File: config.mk
export PLATFORM = sky130hd
export DESIGN_NAME = indexed_list_insert_remove
export DESIGN_NICKNAME = d
export VERILOG_FILES = /design/src/rtl/ilir_pkg.sv /design/src/rtl/ilir_ram.sv /design/src/rtl/indexed_list_insert_remove.sv
export VERILOG_INCLUDE_DIRS = /design/src /design/src/rtl
export SDC_FILE = /design/constraint.sdc
export NUM_CORES = 1
export LEC_CHECK = 0
export BUFFER_PORTS_ARGS = -buffer_cell sky130_fd_sc_hd__buf_2
export CAP_MARGIN = 30
export CORE_UTILIZATION = 35
export CTS_CLUSTER_DIAMETER = 30
export DETAILED_ROUTE_END_ITERATION = 10
export GPL_ROUTABILITY_DRIVEN = 0
export HOLD_SLACK_MARGIN = 0.08
export PLACE_DENSITY = 0.61
export SYNTH_ARGS = -nofsm -noshare
export SYNTH_HDL_FRONTEND = slang
export SYNTH_HIERARCHICAL = 1
export SYNTH_SLANG_ARGS = --single-unit
File: constraint.sdc
create_clock -name clk -period 6.7 [get_ports clk]
set_input_delay 0.335 -clock clk [delete_from_list [all_inputs] [get_ports clk]]
set_output_delay 0.335 -clock clk [all_outputs]
set_load 0.05 [all_outputs]
File: src/rtl/indexed_list_insert_remove_assert.svh
// Assertion helpers used by the list design file.
`ifndef INDEXED_LIST_INSERT_REMOVE_ASSERT_SVH
`define INDEXED_LIST_INSERT_REMOVE_ASSERT_SVH

// Consequent must hold in the same cycle as the antecedent.
`define ILIR_ASSERT_SAME(lbl, ante, cons, msg) \
    lbl: assert property (@(posedge clk) disable iff (!rst_n) (ante) |-> (cons)) \
        else $error(msg);

// Consequent must hold in the cycle after the antecedent.
`define ILIR_ASSERT_NEXT(lbl, ante, cons, msg) \
    lbl: assert property (@(posedge clk) disable iff (!rst_n) (ante) |=> (cons)) \
        else $error(msg);

`endif

File: src/rtl/ilir_pkg.sv
package ilir_pkg;

    // Fixed field widths of the list ports.
    localparam int OP_W    = 3;
    localparam int INDEX_W = 8;
    localparam int VALUE_W = 32;
    localparam int COUNT_W = 5;
    localparam int LIMIT_W = 5;

    // Width used to carry a stored word between the port and the storage width.
    localparam int EXT_W = 64;

    // Width of the index, count and limit comparisons.
    localparam int CMP_W = 9;

    // Size limit after reset.
    localparam logic [LIMIT_W-1:0] LIMIT_RESET = 5'd17;

    // Operation codes.
    localparam logic [OP_W-1:0] OP_GET    = 3'd0;
    localparam logic [OP_W-1:0] OP_SET    = 3'd1;
    localparam logic [OP_W-1:0] OP_INSERT = 3'd2;
    localparam logic [OP_W-1:0] OP_APPEND = 3'd3;
    localparam logic [OP_W-1:0] OP_REMOVE = 3'd4;
    localparam logic [OP_W-1:0] OP_CLEAR  = 3'd5;

    // Sequencer states.
    typedef enum logic [2:0]
    {
        S_IDLE,
        S_DECODE,
        S_READ,
        S_SHIFT,
        S_FINAL,
        S_RESP
    } state_t;

endpackage

File: src/rtl/ilir_ram.sv
module ilir_ram #(
    parameter int WIDTH = 32,
    parameter int DEPTH = 16
) (
    input  logic                     clk,
    input  logic                     we,
    input  logic [$clog2(DEPTH)-1:0] waddr,
    input  logic [WIDTH-1:0]         wdata,
    input  logic [$clog2(DEPTH)-1:0] raddr,
    output logic [WIDTH-1:0]         rdata
);

    logic [WIDTH-1:0] mem [DEPTH];

    // One write port and one read port with registered read data.
    always_ff @(posedge clk)
    begin
        if (we)
        begin
            mem[waddr] <= wdata;
        end
        rdata <= mem[raddr];
    end

endmodule

File: src/rtl/indexed_list_insert_remove.sv
// Ordered word list with insert, append, remove, get, set and clear.
// An item passes through decode, a read for a get or set that reads an entry, entry moves
// for an insert or remove that shifts entries, a final write for an accepted insert or
// append, then the response. One entry moves per cycle over the RAM's write port, and a
// new item is taken only after the last result is loaded; a stalled output holds it back.
// Reset clears the count to 0 and the size limit to 17; stored words are not cleared.
module indexed_list_insert_remove #(
    parameter int DEPTH      = 16,
    parameter int WORD_WIDTH = 32
) (
    input  logic                          clk,
    input  logic                          rst_n,
    input  logic                          in_valid,
    output logic                          in_stall,
    input  logic [ilir_pkg::OP_W-1:0]     opcode,
    input  logic [ilir_pkg::INDEX_W-1:0]  index,
    input  logic [ilir_pkg::VALUE_W-1:0]  value,
    output logic                          out_valid,
    input  logic                          out_stall,
    output logic [ilir_pkg::VALUE_W-1:0]  read_word,
    output logic                          ok,
    output logic [ilir_pkg::COUNT_W-1:0]  count_now,
    input  logic                          cfg_valid,
    output logic                          cfg_ready,
    input  logic [ilir_pkg::LIMIT_W-1:0]  size_limit
);

    import ilir_pkg::*;

    localparam int AW = $clog2(DEPTH);

    state_t               state_reg, state_next;
    logic [OP_W-1:0]      op_reg;
    logic [INDEX_W-1:0]   idx_reg;
    logic [VALUE_W-1:0]   val_reg;
    logic [AW-1:0]        ptr_reg, ptr_next;
    logic [AW-1:0]        pos_reg, pos_next;
    logic [COUNT_W-1:0]   count_reg, count_next;
    logic [LIMIT_W-1:0]   limit_reg;
    logic [VALUE_W-1:0]   res_word_reg, res_word_next;
    logic                 res_ok_reg, res_ok_next;
    logic                 out_valid_reg, out_valid_next;
    logic [VALUE_W-1:0]   read_word_reg, read_word_next;
    logic                 ok_reg, ok_next;
    logic [COUNT_W-1:0]   count_now_reg, count_now_next;

    logic                  ram_we;
    logic [AW-1:0]         ram_waddr;
    logic [WORD_WIDTH-1:0] ram_wdata;
    logic [AW-1:0]         ram_raddr;
    logic [WORD_WIDTH-1:0] ram_rdata;

    logic [WORD_WIDTH-1:0] val_word;
    logic [VALUE_W-1:0]    read_ext;
    logic                  in_range;
    logic [CMP_W-1:0]      ins_pos;
    logic [CMP_W-1:0]      grown;
    logic                  ins_ok;

    // Entry storage.
    ilir_ram #(
        .WIDTH (WORD_WIDTH),
        .DEPTH (DEPTH)
    ) u_ram (
        .clk   (clk),
        .we    (ram_we),
        .waddr (ram_waddr),
        .wdata (ram_wdata),
        .raddr (ram_raddr),
        .rdata (ram_rdata)
    );

    // Word conversion between the port width and the storage width.
    assign val_word = WORD_WIDTH'(EXT_W'(val_reg));
    assign read_ext = VALUE_W'(EXT_W'(ram_rdata));

    // Range and capacity checks on the latched item.
    assign in_range = CMP_W'(idx_reg) < CMP_W'(count_reg);
    assign ins_pos  = (op_reg == OP_APPEND) ? CMP_W'(count_reg) : CMP_W'(idx_reg);
    assign grown    = CMP_W'(count_reg) + CMP_W'(1);
    assign ins_ok   = (ins_pos <= CMP_W'(count_reg)) && (grown < CMP_W'(limit_reg))
                      && (grown <= CMP_W'(DEPTH));

    // Handshake outputs.
    assign in_stall  = (state_reg != S_IDLE);
    assign cfg_ready = 1'b1;
    assign out_valid = out_valid_reg;
    assign read_word = read_word_reg;
    assign ok        = ok_reg;
    assign count_now = count_now_reg;

    // Control state.
    always_ff @(posedge clk or negedge rst_n)
    begin
        if (!rst_n)
        begin
            state_reg     <= S_IDLE;
            count_reg     <= '0;
            limit_reg     <= LIMIT_RESET;
            out_valid_reg <= 1'b0;
        end
        else
        begin
            state_reg     <= state_next;
            count_reg     <= count_next;
            out_valid_reg <= out_valid_next;
            if (cfg_valid && cfg_ready)
            begin
                limit_reg <= size_limit;
            end
        end
    end

    // Payload and working registers.
    always_ff @(posedge clk)
    begin
        if (in_valid && !in_stall)
        begin
            op_reg  <= opcode;
            idx_reg <= index;
            val_reg <= value;
        end
        ptr_reg       <= ptr_next;
        pos_reg       <= pos_next;
        res_word_reg  <= res_word_next;
        res_ok_reg    <= res_ok_next;
        read_word_reg <= read_word_next;
        ok_reg        <= ok_next;
        count_now_reg <= count_now_next;
    end

    // Sequencer: next state, RAM control and result capture.
    always_comb
    begin
        state_next     = state_reg;
        ptr_next       = ptr_reg;
        pos_next       = pos_reg;
        count_next     = count_reg;
        res_word_next  = res_word_reg;
        res_ok_next    = res_ok_reg;
        out_valid_next = out_valid_reg && out_stall;
        read_word_next = read_word_reg;
        ok_next        = ok_reg;
        count_now_next = count_now_reg;
        ram_we         = 1'b0;
        ram_waddr      = ptr_reg;
        ram_wdata      = ram_rdata;
        ram_raddr      = '0;

        case (state_reg)
            S_IDLE:
            begin
                if (in_valid)
                begin
                    state_next = S_DECODE;
                end
            end

            S_DECODE:
            begin
                res_word_next = '0;
                res_ok_next   = 1'b0;
                state_next    = S_RESP;
                case (op_reg)
                    OP_GET:
                    begin
                        if (in_range)
                        begin
                            ram_raddr   = AW'(idx_reg);
                            res_ok_next = 1'b1;
                            state_next  = S_READ;
                        end
                        else if (count_reg != '0)
                        begin
                            ram_raddr  = '0;
                            state_next = S_READ;
                        end
                    end
                    OP_SET:
                    begin
                        if (in_range)
                        begin
                            ram_raddr   = AW'(idx_reg);
                            res_ok_next = 1'b1;
                            state_next  = S_READ;
                        end
                    end
                    OP_INSERT, OP_APPEND:
                    begin
                        if (ins_ok)
                        begin
                            res_ok_next = 1'b1;
                            pos_next    = AW'(ins_pos);
                            if (ins_pos == CMP_W'(count_reg))
                            begin
                                state_next = S_FINAL;
                            end
                            else
                            begin
                                ram_raddr  = AW'(count_reg - COUNT_W'(1));
                                ptr_next   = AW'(count_reg);
                                state_next = S_SHIFT;
                            end
                        end
                    end
                    OP_REMOVE:
                    begin
                        if (in_range)
                        begin
                            res_ok_next = 1'b1;
                            if (CMP_W'(idx_reg) + CMP_W'(1) == CMP_W'(count_reg))
                            begin
                                count_next = count_reg - COUNT_W'(1);
                            end
                            else
                            begin
                                ram_raddr  = AW'(CMP_W'(idx_reg) + CMP_W'(1));
                                ptr_next   = AW'(idx_reg);
                                state_next = S_SHIFT;
                            end
                        end
                    end
                    OP_CLEAR:
                    begin
                        count_next  = '0;
                        res_ok_next = 1'b1;
                    end
                    default:
                    begin
                        res_ok_next = 1'b0;
                    end
                endcase
            end

            S_READ:
            begin
                // Read data is valid now; a set overwrites the entry it just read.
                res_word_next = read_ext;
                if (op_reg == OP_SET)
                begin
                    ram_we    = 1'b1;
                    ram_waddr = AW'(idx_reg);
                    ram_wdata = val_word;
                end
                state_next = S_RESP;
            end

            S_SHIFT:
            begin
                // Write the entry read last cycle and read the next source.
                ram_we    = 1'b1;
                ram_waddr = ptr_reg;
                ram_wdata = ram_rdata;
                if (op_reg == OP_REMOVE)
                begin
                    if (CMP_W'(ptr_reg) + CMP_W'(2) == CMP_W'(count_reg))
                    begin
                        count_next = count_reg - COUNT_W'(1);
                        state_next = S_RESP;
                    end
                    else
                    begin
                        ram_raddr = AW'(CMP_W'(ptr_reg) + CMP_W'(2));
                        ptr_next  = AW'(CMP_W'(ptr_reg) + CMP_W'(1));
                    end
                end
                else
                begin
                    if (CMP_W'(ptr_reg) == CMP_W'(pos_reg) + CMP_W'(1))
                    begin
                        state_next = S_FINAL;
                    end
                    else
                    begin
                        ram_raddr = AW'(CMP_W'(ptr_reg) - CMP_W'(2));
                        ptr_next  = AW'(CMP_W'(ptr_reg) - CMP_W'(1));
                    end
                end
            end

            S_FINAL:
            begin
                // Place the new word at its position.
                ram_we     = 1'b1;
                ram_waddr  = pos_reg;
                ram_wdata  = val_word;
                count_next = count_reg + COUNT_W'(1);
                state_next = S_RESP;
            end

            S_RESP:
            begin
                // Load the output register once it is free or being taken.
                if (!out_valid_reg || !out_stall)
                begin
                    read_word_next = res_word_reg;
                    ok_next        = res_ok_reg;
                    count_now_next = count_reg;
                    out_valid_next = 1'b1;
                    state_next     = S_IDLE;
                end
            end

            default:
            begin
                state_next = S_IDLE;
            end
        endcase
    end

    `include "indexed_list_insert_remove_assert.svh"

    `ILIR_ASSERT_SAME(a_count_bound, 1'b1, CMP_W'(count_reg) <= CMP_W'(DEPTH), "count above depth")
    `ILIR_ASSERT_NEXT(a_idle_count, state_reg == S_IDLE, $stable(count_reg), "count moved while idle")
    `ILIR_ASSERT_SAME(a_write_busy, ram_we, state_reg != S_IDLE && state_reg != S_RESP, "stray RAM write")
    `ILIR_ASSERT_SAME(a_remove_nonempty, state_reg == S_SHIFT && op_reg == OP_REMOVE, count_reg != '0, "shift on empty list")

endmodule
# Word-level counts from Yosys, hierarchy flattened

Memory sizes are Yosys's and may differ from the RTL's. A register that Yosys moved wholly into a read port is not among the register bits.
Index checks and enable logic that the tools add are counted.

Memories kept: 1
Logic and storage cells: 136
Output and inout bits: 41
RAM bits: 512
Input port bits: 53
Register bits: 136

Add/subtract/negate cells: 9
Eq/ne operators: 29
Reduce and logical (&&, ||, !) cells: 25
Mux-type cells: 54
$lt $le $gt $ge: 4

Memories:

| name      | depth | width | rd ports | clocked after Yosys merged registers in | write ports | RTL line       | source |
|---|---|---|---|---|---|---|---|
| u_ram.mem | 16    | 32    | 1        | 1                                       | 1           | ilir_ram.sv:13 | `logic [WIDTH-1:0] mem [DEPTH];` |

Operators with widths:

| cell                                                                  | count |
|---|---|
| 32-bit one-hot mux with 2 select lines                                | 2 |
| 4-bit two-way mux                                                     | 16 |
| 3-bit two-way mux                                                     | 12 |
| 32-bit two-way mux                                                    | 1 |
| 4-bit one-hot mux with 2 select lines                                 | 4 |
| 3-bit != test, second input constant                                  | 9 |
| 5-bit two-way mux                                                     | 4 |
| 9-bit by 5-bit equality test with 1-bit output                        | 2 |
| 3-bit one-hot mux with 5 select lines                                 | 1 |
| 5-bit one-hot mux with 3 select lines                                 | 1 |
| 3-bit by 2-bit equality test with 1-bit output, second input constant | 4 |
| 3-bit equality test, second input constant                            | 4 |
| 3-bit one-hot mux with 4 select lines                                 | 1 |
| 4-bit one-hot mux with 3 select lines                                 | 1 |
| 5-bit one-hot mux with 2 select lines                                 | 1 |
| 8-bit by 1-bit adder with 9-bit output, second input constant         | 1 |
| 8-bit by 5-bit equality test with 1-bit output                        | 1 |
| 8-bit by 5-bit <= comparator with 1-bit output                        | 1 |
| 8-bit by 5-bit < comparator with 1-bit output                         | 1 |
| 8-bit two-way mux                                                     | 1 |
| 2-bit != test, second input constant                                  | 4 |
| 8-bit AND reduction                                                   | 1 |
| 2-bit OR reduction                                                    | 4 |
| 1-bit two-way mux                                                     | 7 |
| other kinds (27)                                                      | 37 |

# Depth between registers and ports, before layout

Gate-level depths: netlist of the first run.

Word-level depth: 8
Depth in mapped cells: 17
Gate-level depth less buffers: 13

# Modules after synthesis

The synthesis of the first run kept the hierarchy.

By module, submodules not included:

| module                     | seq. area each (sq um) | times used | cells an instance | area an instance (sq um) |
|---|---|---|---|---|
| ilir_ram                   | 16015.4                | 1          | 838               | 19835.3 |
| indexed_list_insert_remove | 4016.4                 | 1          | 506               | 6621.4 |

# Worst setup path after synthesis of the first run

No wires, ideal clock.

Kind: register -> register
From: register state_reg[2]
To: memory u_ram.mem[0][0], enable pin
Library setup time: 0.461 ns
Clock period less this slack: 4.718 ns
Slack: 1.982 ns
Path buffers: 2
Stages on the path, launching flop included: 11
Data required time: 6.239 ns
Data arrival time: 4.257 ns
Cells stage by stage: dfrtp_1 -> nand2b_1 -> nor2_1 -> and3_1 -> clkbuf_1 -> nor2_2 -> buf_2 -> nand2_1 -> nand2_1 -> or3b_2 -> nor3_1

Elaborated cells between the ends (all ways): 8
Those cells by class: eq/ne: 3; mux: 4; reduce/logical: 1

RTL lines:

| what                                                                                         | RTL line                          | source |
|---|---|---|
| start: declaration                                                                           | indexed_list_insert_remove.sv:32  | `state_t state_reg, state_next;` |
| start signal: assignment                                                                     | indexed_list_insert_remove.sv:104 | `state_reg <= state_next;` |
| 3-bit equality test / 3-bit by 2-bit equality test with 1-bit output (equally long branches) | indexed_list_insert_remove.sv:150 | `case (state_reg)` |
| 4-bit one-hot mux with 2 select lines *                                                      | indexed_list_insert_remove.sv:150 |  |
| net ram_waddr[2]                                                                             | indexed_list_insert_remove.sv:48  | `logic [AW-1:0] ram_waddr;` |
| end: declaration                                                                             | ilir_ram.sv:13                    |  |

The timed path passes the listed nets; every way through them passes the cells marked *.

# Worst setup path after layout of the first run

From: register count_reg[3]
To: register u_ram.rdata[3], read port of u_ram.mem

Word-level cells in the longest chain between the ends: 7
Elaborated cells between the ends (all ways): 21
Those cells by class: add/sub: 2; order compare: 4; eq/ne: 3; mux: 10; reduce/logical: 2

Ends and longest elaborated chain:

| what                                                                                                                   | RTL line                                                           | source |
|---|---|---|
| start: declaration                                                                                                     | indexed_list_insert_remove.sv:38                                   | `logic [COUNT_W-1:0] count_reg, count_next;` |
| start signal: assignment                                                                                               | indexed_list_insert_remove.sv:105                                  | `count_reg <= count_next;` |
| 5-bit by 1-bit adder with 6-bit output / 8-bit two-way mux (equally long branches)                                     | indexed_list_insert_remove.sv:80, indexed_list_insert_remove.sv:79 |  |
| 6-bit by 5-bit < comparator with 1-bit output / 8-bit by 5-bit <= comparator with 1-bit output (equally long branches) | indexed_list_insert_remove.sv:81                                   | `assign ins_ok = (ins_pos <= CMP_W'(count_reg)) && (grown < CMP_W'(limit_reg))` |
| 1-bit logical AND                                                                                                      | indexed_list_insert_remove.sv:81                                   |  |
| 1-bit logical AND                                                                                                      | indexed_list_insert_remove.sv:82                                   | `&& (grown <= CMP_W'(DEPTH));` |
| 4-bit two-way mux                                                                                                      | indexed_list_insert_remove.sv:190                                  | `if (ins_ok)` |
| 4-bit one-hot mux with 3 select lines                                                                                  | indexed_list_insert_remove.sv:164                                  | `case (op_reg)` |
| 4-bit one-hot mux with 2 select lines *                                                                                | indexed_list_insert_remove.sv:150                                  |  |
| net ram_raddr[0]                                                                                                       | indexed_list_insert_remove.sv:50                                   | `logic [AW-1:0] ram_raddr;` |
| end: declaration                                                                                                       | ilir_ram.sv:10                                                     | `output logic [WIDTH-1:0] rdata` |

Marks and branches as above.
A chain may end at the register's enable or synchronous reset.

==> metrics.txt, run 1 <==
# TYPE chip_impl_metric gauge
chip_impl_metric{name="fillCellCount",unit=""} 6351
chip_impl_metric{name="final_min_period_over_clock_period",unit="%"} 73.40
chip_impl_metric{name="synth_async_sr_flop_share",unit="%"} 2.059
chip_impl_metric{name="die-width",unit="um"} 276.9
chip_impl_metric{name="setup_violations",unit=""} 0
chip_impl_metric{name="dp.final_hpwl",unit="um"} 32310
chip_impl_metric{name="numCtsBuffers",unit=""} 132
chip_impl_metric{name="post_cts_resized",unit=""} 0
chip_impl_metric{name="clk_latency",unit="ns"} 0.69
chip_impl_metric{name="drv_cap",unit=""} 0
chip_impl_metric{name="numPlacedInstances",unit=""} 2369
chip_impl_info{name="cp-end-kind",value="register"} 1
chip_impl_metric{name="routed-wl-met2",unit="um"} 29360
chip_impl_metric{name="drive_gt1_share",unit="%"} 32.18
chip_impl_metric{name="syn_to_layout_area_delta",unit="%"} 26.50
chip_impl_metric{name="power_switching",unit="mW"} 4.688
chip_impl_metric{name="detailed_route_via_count",unit=""} 13801
chip_impl_metric{name="synth_sequential_area_ratio",unit="%"} 75.72
chip_impl_metric{name="finalClockSkew",unit="ns"} 0.02992
chip_impl_metric{name="grt_pass1_wl",unit="um"} 90900
chip_impl_metric{name="largest_stage_delay_on_the_critical_path",unit="ns"} 0.59
chip_impl_metric{name="yosys_register_bits",unit=""} 680
chip_impl_metric{name="netlist_area",unit="um^2"} 26460
chip_impl_info{name="status",value="completed"} 1
chip_impl_metric{name="layout.core_utilization",unit="%"} 44.88
chip_impl_metric{name="grt_remaining_overflow",unit=""} 0
chip_impl_metric{name="clockBufferDepth",unit=""} 3
chip_impl_info{name="cell_types_with_the_largest_area_share_after_synthesis",value="sky130_fd_sc_hd__edfxtp_1, sky130_fd_sc_hd__mux4_2, sky130_fd_sc_hd__dfxtp_1, sky130_fd_sc_hd__a22oi_1, sky130_fd_sc_hd__mux2_2"} 1
chip_impl_metric{name="initial_utilization",unit="%"} 35.48
chip_impl_metric{name="final_hold_viol_count",unit=""} 0
chip_impl_metric{name="wl_per_cell",unit="um"} 22.54
chip_impl_metric{name="cts_setup_buffers",unit=""} 0
chip_impl_metric{name="swShare",unit="%"} 28.95
chip_impl_metric{name="n_antenna_cell",unit=""} 0
chip_impl_info{name="synthTopCellsByCount",value="sky130_fd_sc_hd__edfxtp_1, sky130_fd_sc_hd__mux4_2, sky130_fd_sc_hd__a22oi_1"} 1
chip_impl_info{name="synth_area_leader_cell",value="sky130_fd_sc_hd__edfxtp_1"} 1
chip_impl_metric{name="power.static_leakage",unit="nW"} 11.18
chip_impl_metric{name="met3_length",unit="um"} 3590
chip_impl_metric{name="route.detailed.vias_per_inst",unit=""} 5.165
chip_impl_info{name="hold_path_class",value="in -> async"} 1
chip_impl_metric{name="finalNonFillerCells",unit=""} 2672
chip_impl_metric{name="cts_max_level",unit=""} 4
chip_impl_info{name="crit_path_cell_trace",value="clkinv_1 -> ha_1 -> a21oi_1 -> and2b_2 -> nor3_4 -> a21boi_2 -> nand3_1 -> o211ai_1 -> buf_12 -> mux4_2 -> a22oi_1 -> nand2_1"} 1
chip_impl_metric{name="cts.clk_slew.worst_paths",unit="ns"} 0.04
chip_impl_info{name="largest-register",value="u_ram/mem"} 1
chip_impl_metric{name="tightestPinTransition",unit="ns"} 1.060
chip_impl_metric{name="fin_crit_period",unit="ns"} 4.918
chip_impl_info{name="crit_path_start_kind",value="register"} 1
chip_impl_metric{name="cp_max_fo",unit=""} 89
chip_impl_info{name="rsz_0062_raised_after_global_routing",value="no"} 1
chip_impl_metric{name="finalWirelength",unit="um"} 60220
chip_impl_metric{name="finalNetCount",unit=""} 1672
chip_impl_metric{name="fp.dieH",unit="um"} 276.9
chip_impl_info{name="cell_with_the_most_instances_after_synthesis",value="sky130_fd_sc_hd__edfxtp_1"} 1
chip_impl_metric{name="clock_sink_total",unit=""} 680
chip_impl_metric{name="number_of_global_route_vias_before_repair",unit=""} 14794
chip_impl_metric{name="hold-worst-slack",unit="ns"} 0.1426
chip_impl_metric{name="global_route.usage.total",unit="%"} 16.00
chip_impl_metric{name="netlist-cell-type-count",unit=""} 70
chip_impl_info{name="dominant_register_cell_in_the_synthesized_netlist",value="sky130_fd_sc_hd__edfxtp_1"} 1
chip_impl_metric{name="netlist_instances",unit=""} 1344
chip_impl_metric{name="avgSynthCellArea",unit="um^2"} 19.68
chip_impl_metric{name="drc_errors",unit=""} 0
chip_impl_metric{name="grt_max_degree",unit=""} 129
chip_impl_metric{name="cp.arrival",unit="ns"} 5.48
chip_impl_metric{name="yosysWarnings",unit=""} 6
chip_impl_metric{name="worstPathRequired",unit="ns"} 7.26
chip_impl_info{name="root_buffer",value="sky130_fd_sc_hd__clkbuf_16"} 1
chip_impl_metric{name="slew_headroom",unit="%"} 29.31
chip_impl_metric{name="port_buf_inserts",unit=""} 92
chip_impl_metric{name="clock_power_share",unit="%"} 41.0
chip_impl_metric{name="number_of_flops_mapped_to_enable_cells_by_yosys",unit=""} 634
chip_impl_metric{name="vdd.ir_drop.worst",unit="mV"} 0.2992
chip_impl_info{name="worstSetupPathType",value="reg -> reg"} 1
chip_impl_info{name="tritoncts",value="done"} 1
chip_impl_metric{name="drt_iter0_markers",unit=""} 1120
chip_impl_info{name="top_layer_used",value="met4"} 1
chip_impl_metric{name="drtPass1Iterations",unit=""} 5
chip_impl_metric{name="largest_register_ffs",unit=""} 512
chip_impl_metric{name="placementRows",unit=""} 100
chip_impl_info{name="cp_slowest_cell",value="sky130_fd_sc_hd__buf_12"} 1
chip_impl_metric{name="net_count_of_the_mapped_netlist",unit=""} 1421
chip_impl_metric{name="antenna_violations_before_repair",unit=""} 0
chip_impl_metric{name="antenna_viol_nets_final",unit=""} 0
chip_impl_metric{name="power_density",unit="nW/um^2"} 483.8
chip_impl_metric{name="final_sum_of_negative_setup_slack",unit="ns"} 0
chip_impl_metric{name="top_level_ports",unit=""} 94
chip_impl_metric{name="power_report.internal_total",unit="mW"} 11.50
chip_impl_metric{name="design.core.area",unit="um^2"} 74570
chip_impl_metric{name="maxSlewViolCount",unit=""} 0
chip_impl_metric{name="wl_met1",unit="um"} 25890
chip_impl_metric{name="yosysTopAreaCellShare",unit="%"} 71.96
chip_impl_metric{name="power.share.combinational",unit="%"} 20.4
chip_impl_metric{name="sequentialPowerShare",unit="%"} 38.6
chip_impl_metric{name="timing.fmax",unit="GHz"} 0.2033
chip_impl_metric{name="die-area",unit="um^2"} 76690
## cell type report
class	instances	area (um^2)	share of cell area (%)
flip-flops and latches	680	20030	59.85
clock inverters	85	1040	3.107
well taps	969	1212	3.623
clock buffers	157	3522	10.52
inverters	25	93.84	0.2804
repair buffers	184	1361	4.067
multi-input cells	572	6207	18.55
## routing by layer
layer  track usage, %  vias up
met5                0        -
met4            6.068        0
met3            3.746      115
met2            26.07      445
met1            20.80     7232
li1                 -     6009
## per-stage QoR
stage / power [mW] / instance area (um^2) / setup slack, ns
after floorplan: 8.473 / 26460 / 1.982
after global placement: 9.514 / 28270 / 1.831
after detailed placement: 9.630 / 28280 / 1.775
after CTS: 16.38 / 33440 / 1.743
after global routing: 16.87 / 33470 / 1.421
final: 16.19 / 33470 / 1.782
## cell families (layout without fill, tap and decap cells)
family	Yosys count	count (layout)	synth area share (%)
and+or+nand+nor	194	194	3.878
DFF	680	680	75.72
buffers and inverters	92	451	1.551
adders and majority gates	24	24	1.163
muxes	164	164	12.42
AOI/OAI and AO/OA	163	163	4.394
xor gates and xnor gates	26	26	0.8607
other	1	1	0.01417
## worst max-delay path, delay by kind of cell, from the launching register on
family,cells,cell delay [ns]
compound gates,4,1.19
fa+ha+maj,1,0.41
flops,1,0.57
simple gates,4,0.89
mux,1,0.59
buf+inv,2,0.98
## what timing repair did
item                                   CTS  global route
hold buffers                            60             0
setup endpoints to repair                0             0
endpoints found under the hold margin   63             0
## worst paths after layout
kind | from | end | slack (ns) | cells past startpoint
setup reg to reg | count_reg[3] | u_ram/rdata[3] | 1.78 | 12
min in group clk | in_valid | state_reg[0] | 0.17 | 4
max in group asynchronous | rst_n | out_valid | 5.50 | 3
setup / recovery | count_reg[3] | u_ram/rdata[3] | 1.78 | 12
hold reg to reg | res_word_reg[28] | read_word[28] | 0.41 | 0
hold / removal | rst_n | limit_reg[4] | 0.14 | 2
## power groups by stage
stage | Sequential [mW] | Combinational [mW] | Clock (mW)
floorplan | 6.38 | 2.09 | 0
global placement | 6.31 | 3.20 | 0
detailed placement | 6.32 | 3.31 | 0
CTS | 6.25 | 3.36 | 6.77
global route | 6.30 | 3.61 | 6.96
finish | 6.24 | 3.30 | 6.64
## placed cells by master (no fill, tap or decap), types with 4 or more instances in the layout
master	count
sky130_fd_sc_hd__a21oi_1	26
sky130_fd_sc_hd__clkbuf_16	136
sky130_fd_sc_hd__inv_1	21
sky130_fd_sc_hd__mux4_2	128
sky130_fd_sc_hd__nor2_4	17
sky130_fd_sc_hd__ha_1	23
sky130_fd_sc_hd__clkinvlp_4	12
sky130_fd_sc_hd__and2_1	35
sky130_fd_sc_hd__o211ai_1	4
sky130_fd_sc_hd__nand3_1	12
sky130_fd_sc_hd__o21ai_0	20
sky130_fd_sc_hd__dlygate4sd3_1	60
sky130_fd_sc_hd__inv_6	13
sky130_fd_sc_hd__nand3b_1	6
sky130_fd_sc_hd__clkbuf_8	4
sky130_fd_sc_hd__nor3_2	4
sky130_fd_sc_hd__clkinv_2	19
sky130_fd_sc_hd__nor3_1	6
sky130_fd_sc_hd__buf_4	27
sky130_fd_sc_hd__a22oi_1	71
sky130_fd_sc_hd__o22ai_1	5
sky130_fd_sc_hd__clkinv_4	4
sky130_fd_sc_hd__bufinv_16	19
sky130_fd_sc_hd__nand2_1	67
sky130_fd_sc_hd__xnor2_1	16
sky130_fd_sc_hd__clkinv_1	16
sky130_fd_sc_hd__mux2_2	33
sky130_fd_sc_hd__clkbuf_1	17
sky130_fd_sc_hd__xor2_1	10
sky130_fd_sc_hd__dfxtp_1	32
sky130_fd_sc_hd__dfrtp_1	12
sky130_fd_sc_hd__edfxtp_1	634
sky130_fd_sc_hd__nand2b_1	8
sky130_fd_sc_hd__buf_2	92
sky130_fd_sc_hd__nor2_1	12
No activity file was read; power rests on OpenSTA's default activity.
==> run 2, diff against run 1 <==
--- a/config.mk
+++ b/config.mk
@@ -6,6 +6,7 @@
 export SDC_FILE = /design/constraint.sdc
 export NUM_CORES = 1
 export LEC_CHECK = 0
+export ABC_AREA = 1
 export BUFFER_PORTS_ARGS = -buffer_cell sky130_fd_sc_hd__buf_2
 export CAP_MARGIN = 30
 export CORE_UTILIZATION = 35
@@ -13,7 +14,7 @@
 export DETAILED_ROUTE_END_ITERATION = 10
 export GPL_ROUTABILITY_DRIVEN = 0
 export HOLD_SLACK_MARGIN = 0.08
-export PLACE_DENSITY = 0.61
+export PLACE_DENSITY = 0.63
 export SYNTH_ARGS = -nofsm -noshare
 export SYNTH_HDL_FRONTEND = slang
 export SYNTH_HIERARCHICAL = 1
==> constraint.sdc (replaced) <==
create_clock -name clk -period 4.4 [get_ports clk]
set_input_delay 0.22 -clock clk [delete_from_list [all_inputs] [get_ports clk]]
set_output_delay 0.22 -clock clk [all_outputs]
set_load 0.05 [all_outputs]
==> run 2 against run 1 <==
Against the previous run: synthesized area increased by 11%; wire length up 20%; clock skew decreased by 0.0047 ns; utilization down 1.9 points; worst hold slack improved by 0.12 ns; sequential cell count stayed put; critical path depth is 8 higher; die area grew 11%; sequential power up 51%; first-iteration DRC count rose by 48%; count of clock-buffer cells in the layout is 21 lower; critical path type unchanged; largest cell class unchanged; highest routed layer unchanged.
==> metrics.txt, run 2 <==
# TYPE chip_impl_metric gauge
chip_impl_info{name="status",value="completed"} 1
chip_impl_metric{name="global_route.usage.total",unit="%"} 16.84
chip_impl_metric{name="final_hold_viol_count",unit=""} 0
chip_impl_metric{name="timing.reg2reg.setup_slack",unit="ns"} 0.62
chip_impl_metric{name="grt_remaining_overflow",unit=""} 0
chip_impl_metric{name="clockBufferDepth",unit=""} 3
chip_impl_metric{name="netlist_area",unit="um^2"} 29480
chip_impl_metric{name="post-place-ws",unit="ns"} 0.6845
chip_impl_metric{name="largest_stage_delay_on_the_critical_path",unit="ns"} 0.48
chip_impl_metric{name="fin_crit_period",unit="ns"} 3.775
chip_impl_metric{name="setup_violations",unit=""} 0
chip_impl_info{name="hold_path_class",value="in -> reg"} 1
chip_impl_info{name="synthTopCellsByCount",value="sky130_fd_sc_hd__nand2_1, sky130_fd_sc_hd__edfxtp_1, sky130_fd_sc_hd__inv_1"} 1
chip_impl_metric{name="fp.dieH",unit="um"} 292.2
chip_impl_metric{name="avgSynthCellArea",unit="um^2"} 10.65
chip_impl_info{name="crit_path_start_kind",value="register"} 1
chip_impl_metric{name="design.core.area",unit="um^2"} 83560
chip_impl_info{name="crit_path_cell_trace",value="inv_2 -> nand3_2 -> o21ai_0 -> ha_1 -> nand2_1 -> nor2_1 -> nand3_1 -> nand2_4 -> nand3_4 -> nor2_4 -> nand3b_1 -> nand3_1 -> nand2_1 -> nand2_4 -> inv_4 -> buf_4 -> nand3_1 -> nand3_1 -> nand3_1 -> nand2_1"} 1
chip_impl_metric{name="drtPass1Iterations",unit=""} 6
chip_impl_metric{name="fillCellCount",unit=""} 7615
chip_impl_metric{name="grt_max_degree",unit=""} 129
chip_impl_metric{name="power_density",unit="nW/um^2"} 652.6
chip_impl_metric{name="swShare",unit="%"} 30.76
chip_impl_metric{name="drc_errors",unit=""} 0
chip_impl_metric{name="antenna_violations_before_repair",unit=""} 0
chip_impl_info{name="cell_types_with_the_largest_area_share_after_synthesis",value="sky130_fd_sc_hd__edfxtp_1, sky130_fd_sc_hd__nand2_1, sky130_fd_sc_hd__nand3_1, sky130_fd_sc_hd__inv_1, sky130_fd_sc_hd__dfxtp_1"} 1
chip_impl_metric{name="yosysWarnings",unit=""} 6
chip_impl_metric{name="clock_power_share",unit="%"} 38.4
chip_impl_metric{name="sequentialPowerShare",unit="%"} 40.2
chip_impl_metric{name="numCtsBuffers",unit=""} 112
chip_impl_metric{name="vdd.ir_drop.worst",unit="mV"} 0.3662
chip_impl_metric{name="layout.core_utilization",unit="%"} 42.97
chip_impl_metric{name="worstPathRequired",unit="ns"} 5.00
chip_impl_info{name="layout.cells.most_common",value="sky130_fd_sc_hd__nand2_1"} 1
chip_impl_metric{name="antenna_viol_nets_final",unit=""} 0
chip_impl_metric{name="final_sum_of_negative_setup_slack",unit="ns"} 0
chip_impl_metric{name="grt_pass1_wl",unit="um"} 111100
chip_impl_info{name="tritoncts",value="done"} 1
chip_impl_metric{name="n_antenna_cell",unit=""} 0
chip_impl_info{name="worstSetupStartpoint",value="op_reg[2]"} 1
chip_impl_info{name="crit_path_frequent_cell",value="sky130_fd_sc_hd__nand3_1"} 1
chip_impl_metric{name="clock_sink_total",unit=""} 680
chip_impl_metric{name="number_of_flops_mapped_to_enable_cells_by_yosys",unit=""} 634
chip_impl_metric{name="worst_r2r_path_depth",unit=""} 20
chip_impl_info{name="cp-end-kind",value="register"} 1
chip_impl_metric{name="power_report.internal_total",unit="mW"} 16.22
chip_impl_metric{name="synth_sequential_area_ratio",unit="%"} 67.96
chip_impl_metric{name="slew_headroom",unit="%"} 30.16
chip_impl_metric{name="finalWirelength",unit="um"} 72250
chip_impl_info{name="dominant_register_cell_in_the_synthesized_netlist",value="sky130_fd_sc_hd__edfxtp_1"} 1
chip_impl_metric{name="total_power",unit="mW"} 23.43
chip_impl_info{name="rsz_0062_raised_after_global_routing",value="no"} 1
chip_impl_info{name="root_buffer",value="sky130_fd_sc_hd__clkbuf_16"} 1
chip_impl_metric{name="synth_async_sr_flop_share",unit="%"} 2.059
chip_impl_metric{name="power.share.combinational",unit="%"} 21.4
chip_impl_info{name="worst_setup_path_endpoint",value="u_ram/rdata[31]"} 1
chip_impl_metric{name="yosys_register_bits",unit=""} 680
chip_impl_info{name="timing.rr.end",value="u_ram/rdata[31]"} 1
chip_impl_metric{name="initial_utilization",unit="%"} 35.28
chip_impl_metric{name="top_level_ports",unit=""} 94
chip_impl_metric{name="die-area",unit="um^2"} 85380
chip_impl_metric{name="net_count_of_the_mapped_netlist",unit=""} 2846
chip_impl_info{name="crit-reg2reg-launch",value="op_reg[2]"} 1
chip_impl_metric{name="finalClockSkew",unit="ns"} 0.02522
chip_impl_metric{name="dpl_cell_area",unit="um^2"} 31280
chip_impl_metric{name="drv_cap",unit=""} 0
chip_impl_info{name="worstSetupPathType",value="reg -> reg"} 1
chip_impl_metric{name="final.setup.worst_slack",unit="ns"} 0.6245
chip_impl_metric{name="netlist_instances",unit=""} 2769
chip_impl_metric{name="cts_max_level",unit=""} 3
chip_impl_metric{name="wl_per_cell",unit="um"} 17.38
chip_impl_metric{name="number_of_global_route_vias_before_repair",unit=""} 19325
chip_impl_metric{name="placementRows",unit=""} 106
chip_impl_metric{name="cp.arrival",unit="ns"} 4.38
chip_impl_metric{name="detailed_route_via_count",unit=""} 19823
chip_impl_metric{name="maxSlewViolCount",unit=""} 0
chip_impl_metric{name="dp.final_hpwl",unit="um"} 39110
chip_impl_info{name="cp_slowest_cell",value="sky130_fd_sc_hd__inv_4"} 1
chip_impl_metric{name="power_switching",unit="mW"} 7.207
chip_impl_metric{name="tightestPinTransition",unit="ns"} 1.041
chip_impl_metric{name="power.static_leakage",unit="nW"} 14.98
chip_impl_metric{name="drt_iter0_markers",unit=""} 1655
chip_impl_metric{name="final_non_filler_cell_area",unit="um^2"} 35900
chip_impl_metric{name="clk_latency",unit="ns"} 0.67
chip_impl_metric{name="port_buf_inserts",unit=""} 92
chip_impl_metric{name="final_min_period_over_clock_period",unit="%"} 85.81
chip_impl_metric{name="route.detailed.vias_per_inst",unit=""} 4.770
chip_impl_metric{name="drive_gt1_share",unit="%"} 13.95
chip_impl_metric{name="timing.fmax",unit="GHz"} 0.2649
chip_impl_metric{name="syn_to_layout_area_delta",unit="%"} 21.80
chip_impl_metric{name="finalNetCount",unit=""} 3054
chip_impl_info{name="largest-register",value="u_ram/mem"} 1
chip_impl_info{name="final_cell_mix",value="sky130_fd_sc_hd__nand2_1, sky130_fd_sc_hd__edfxtp_1, sky130_fd_sc_hd__inv_1, sky130_fd_sc_hd__nand3_1, sky130_fd_sc_hd__clkbuf_16"} 1
chip_impl_info{name="synth_area_leader_cell",value="sky130_fd_sc_hd__edfxtp_1"} 1
chip_impl_metric{name="netlist-cell-type-count",unit=""} 53
chip_impl_metric{name="largest_register_ffs",unit=""} 512
chip_impl_metric{name="yosysTopAreaCellShare",unit="%"} 64.59
chip_impl_metric{name="cts.clk_slew.worst_paths",unit="ns"} 0.05
chip_impl_metric{name="cp_max_fo",unit=""} 49
chip_impl_info{name="cell_with_the_most_instances_after_synthesis",value="sky130_fd_sc_hd__nand2_1"} 1
chip_impl_metric{name="die-width",unit="um"} 292.2
-- run 2: cell count changes in the layout (fill, tap and decap cells not counted), moves of 12 or more --
| cell | delta |
|---|---|
| sky130_fd_sc_hd__inv_1 | +444 |
| sky130_fd_sc_hd__a22oi_1 | -70 |
| sky130_fd_sc_hd__buf_12 | +12 |
| sky130_fd_sc_hd__and2_1 | -35 |
| sky130_fd_sc_hd__buf_4 | +25 |
| sky130_fd_sc_hd__a21oi_1 | -16 |
| sky130_fd_sc_hd__inv_2 | +15 |
| sky130_fd_sc_hd__nor2_1 | +43 |
| sky130_fd_sc_hd__o21ai_1 | +35 |
| sky130_fd_sc_hd__mux4_2 | -128 |
| sky130_fd_sc_hd__nand2_1 | +741 |
| sky130_fd_sc_hd__mux2_2 | -32 |
| sky130_fd_sc_hd__clkbuf_16 | -24 |
| sky130_fd_sc_hd__nand3_1 | +394 |
-- run 2: power by group through the flow --
stage | registers (mW) | logic (mW) | clock network, mW
4_1_cts | 9.42 | 5.01 | 9.09
6_report | 9.41 | 5.02 | 9.00
5_1_grt | 9.48 | 5.51 | 9.39
2_1_floorplan | 9.80 | 2.91 | 0
3_3_place_gp | 9.54 | 4.81 | 0
3_5_place_dp | 9.54 | 4.93 | 0
-- run 2: per-stage QoR --
step,instances,hold WS (ns)
floorplan,2769,-0.07559
detailed placement,3877,0.1468
CTS,4152,0.2275
global placement,3868,0.1462
global route,4156,0.2430
finish,4156,0.2594
-- run 2: worst min-delay path by stage --
| stage | startpoint | end | cells after the start |
|---|---|---|---|
| finish | value[15] | val_reg[15] | 2 |
| global route | value[5] | val_reg[5] | 2 |
| CTS | value[25] | val_reg[25] | 2 |
| detailed placement | rst_n | out_valid | 1 |
| global placement | rst_n | out_valid | 1 |
| floorplan | rst_n | count_reg[0] | 0 |
-- run 2: per-layer routing --
metal	vias up	wire [um]	global-route usage (%)	share of wire, %
met4	0	1984	5.725	2.7
li1	9487	-	-	-
met5	-	0	0	0
met3	138	4410	2.892	6.1
met1	9586	30730	22.02	43
met2	612	35120	28.23	49
-- run 2: kinds of logic (layout without fill, tap and decap cells) --
| group | count (synthesis) | after routing | share of synthesized area (%) |
|---|---|---|---|
| other | 1 | 1 | 0.01272 |
| multiplexers | 1 | 1 | 0.03820 |
| XOR/XNOR | 21 | 21 | 0.6239 |
| AND/OR/NAND/NOR | 1337 | 1337 | 19.52 |
| adder cells (fa/ha/maj) | 24 | 24 | 1.044 |
| buffers and inverters | 613 | 920 | 9.067 |
| AO/OA/AOI/OAI | 92 | 92 | 1.740 |
| flip-flops | 680 | 680 | 67.96 |
-- run 2: timing repair --
action / in CTS / in global routing
hold buffers: 62 / 0
endpoints found under the hold margin: 85 / 0
buffers inserted: 0 / 0
resized for setup: 0 / 0
setup endpoints to repair: 0 / 0
-- run 2: critical path: cells and delay by family, from the launching register on --
| kind | cells | cell delay (ns) |
|---|---|---|
| and+or+nand+nor | 15 | 1.55 |
| AOI/OAI and AO/OA | 1 | 0.34 |
| DFF | 1 | 0.43 |
| adders and majority gates | 1 | 0.29 |
| buffers and inverters | 3 | 1.05 |
-- run 2: cell type report --
cell class / count / area [um^2] / area share, %
inverter: 486 / 1834 / 5.109
timing repair buffer: 221 / 1772 / 4.934
clock inverter: 77 / 975.9 / 2.718
sequential: 680 / 20030 / 55.79
clock buffer: 136 / 3003 / 8.364
tap: 1080 / 1351 / 3.764
multi-input combinational: 1476 / 6937 / 19.32
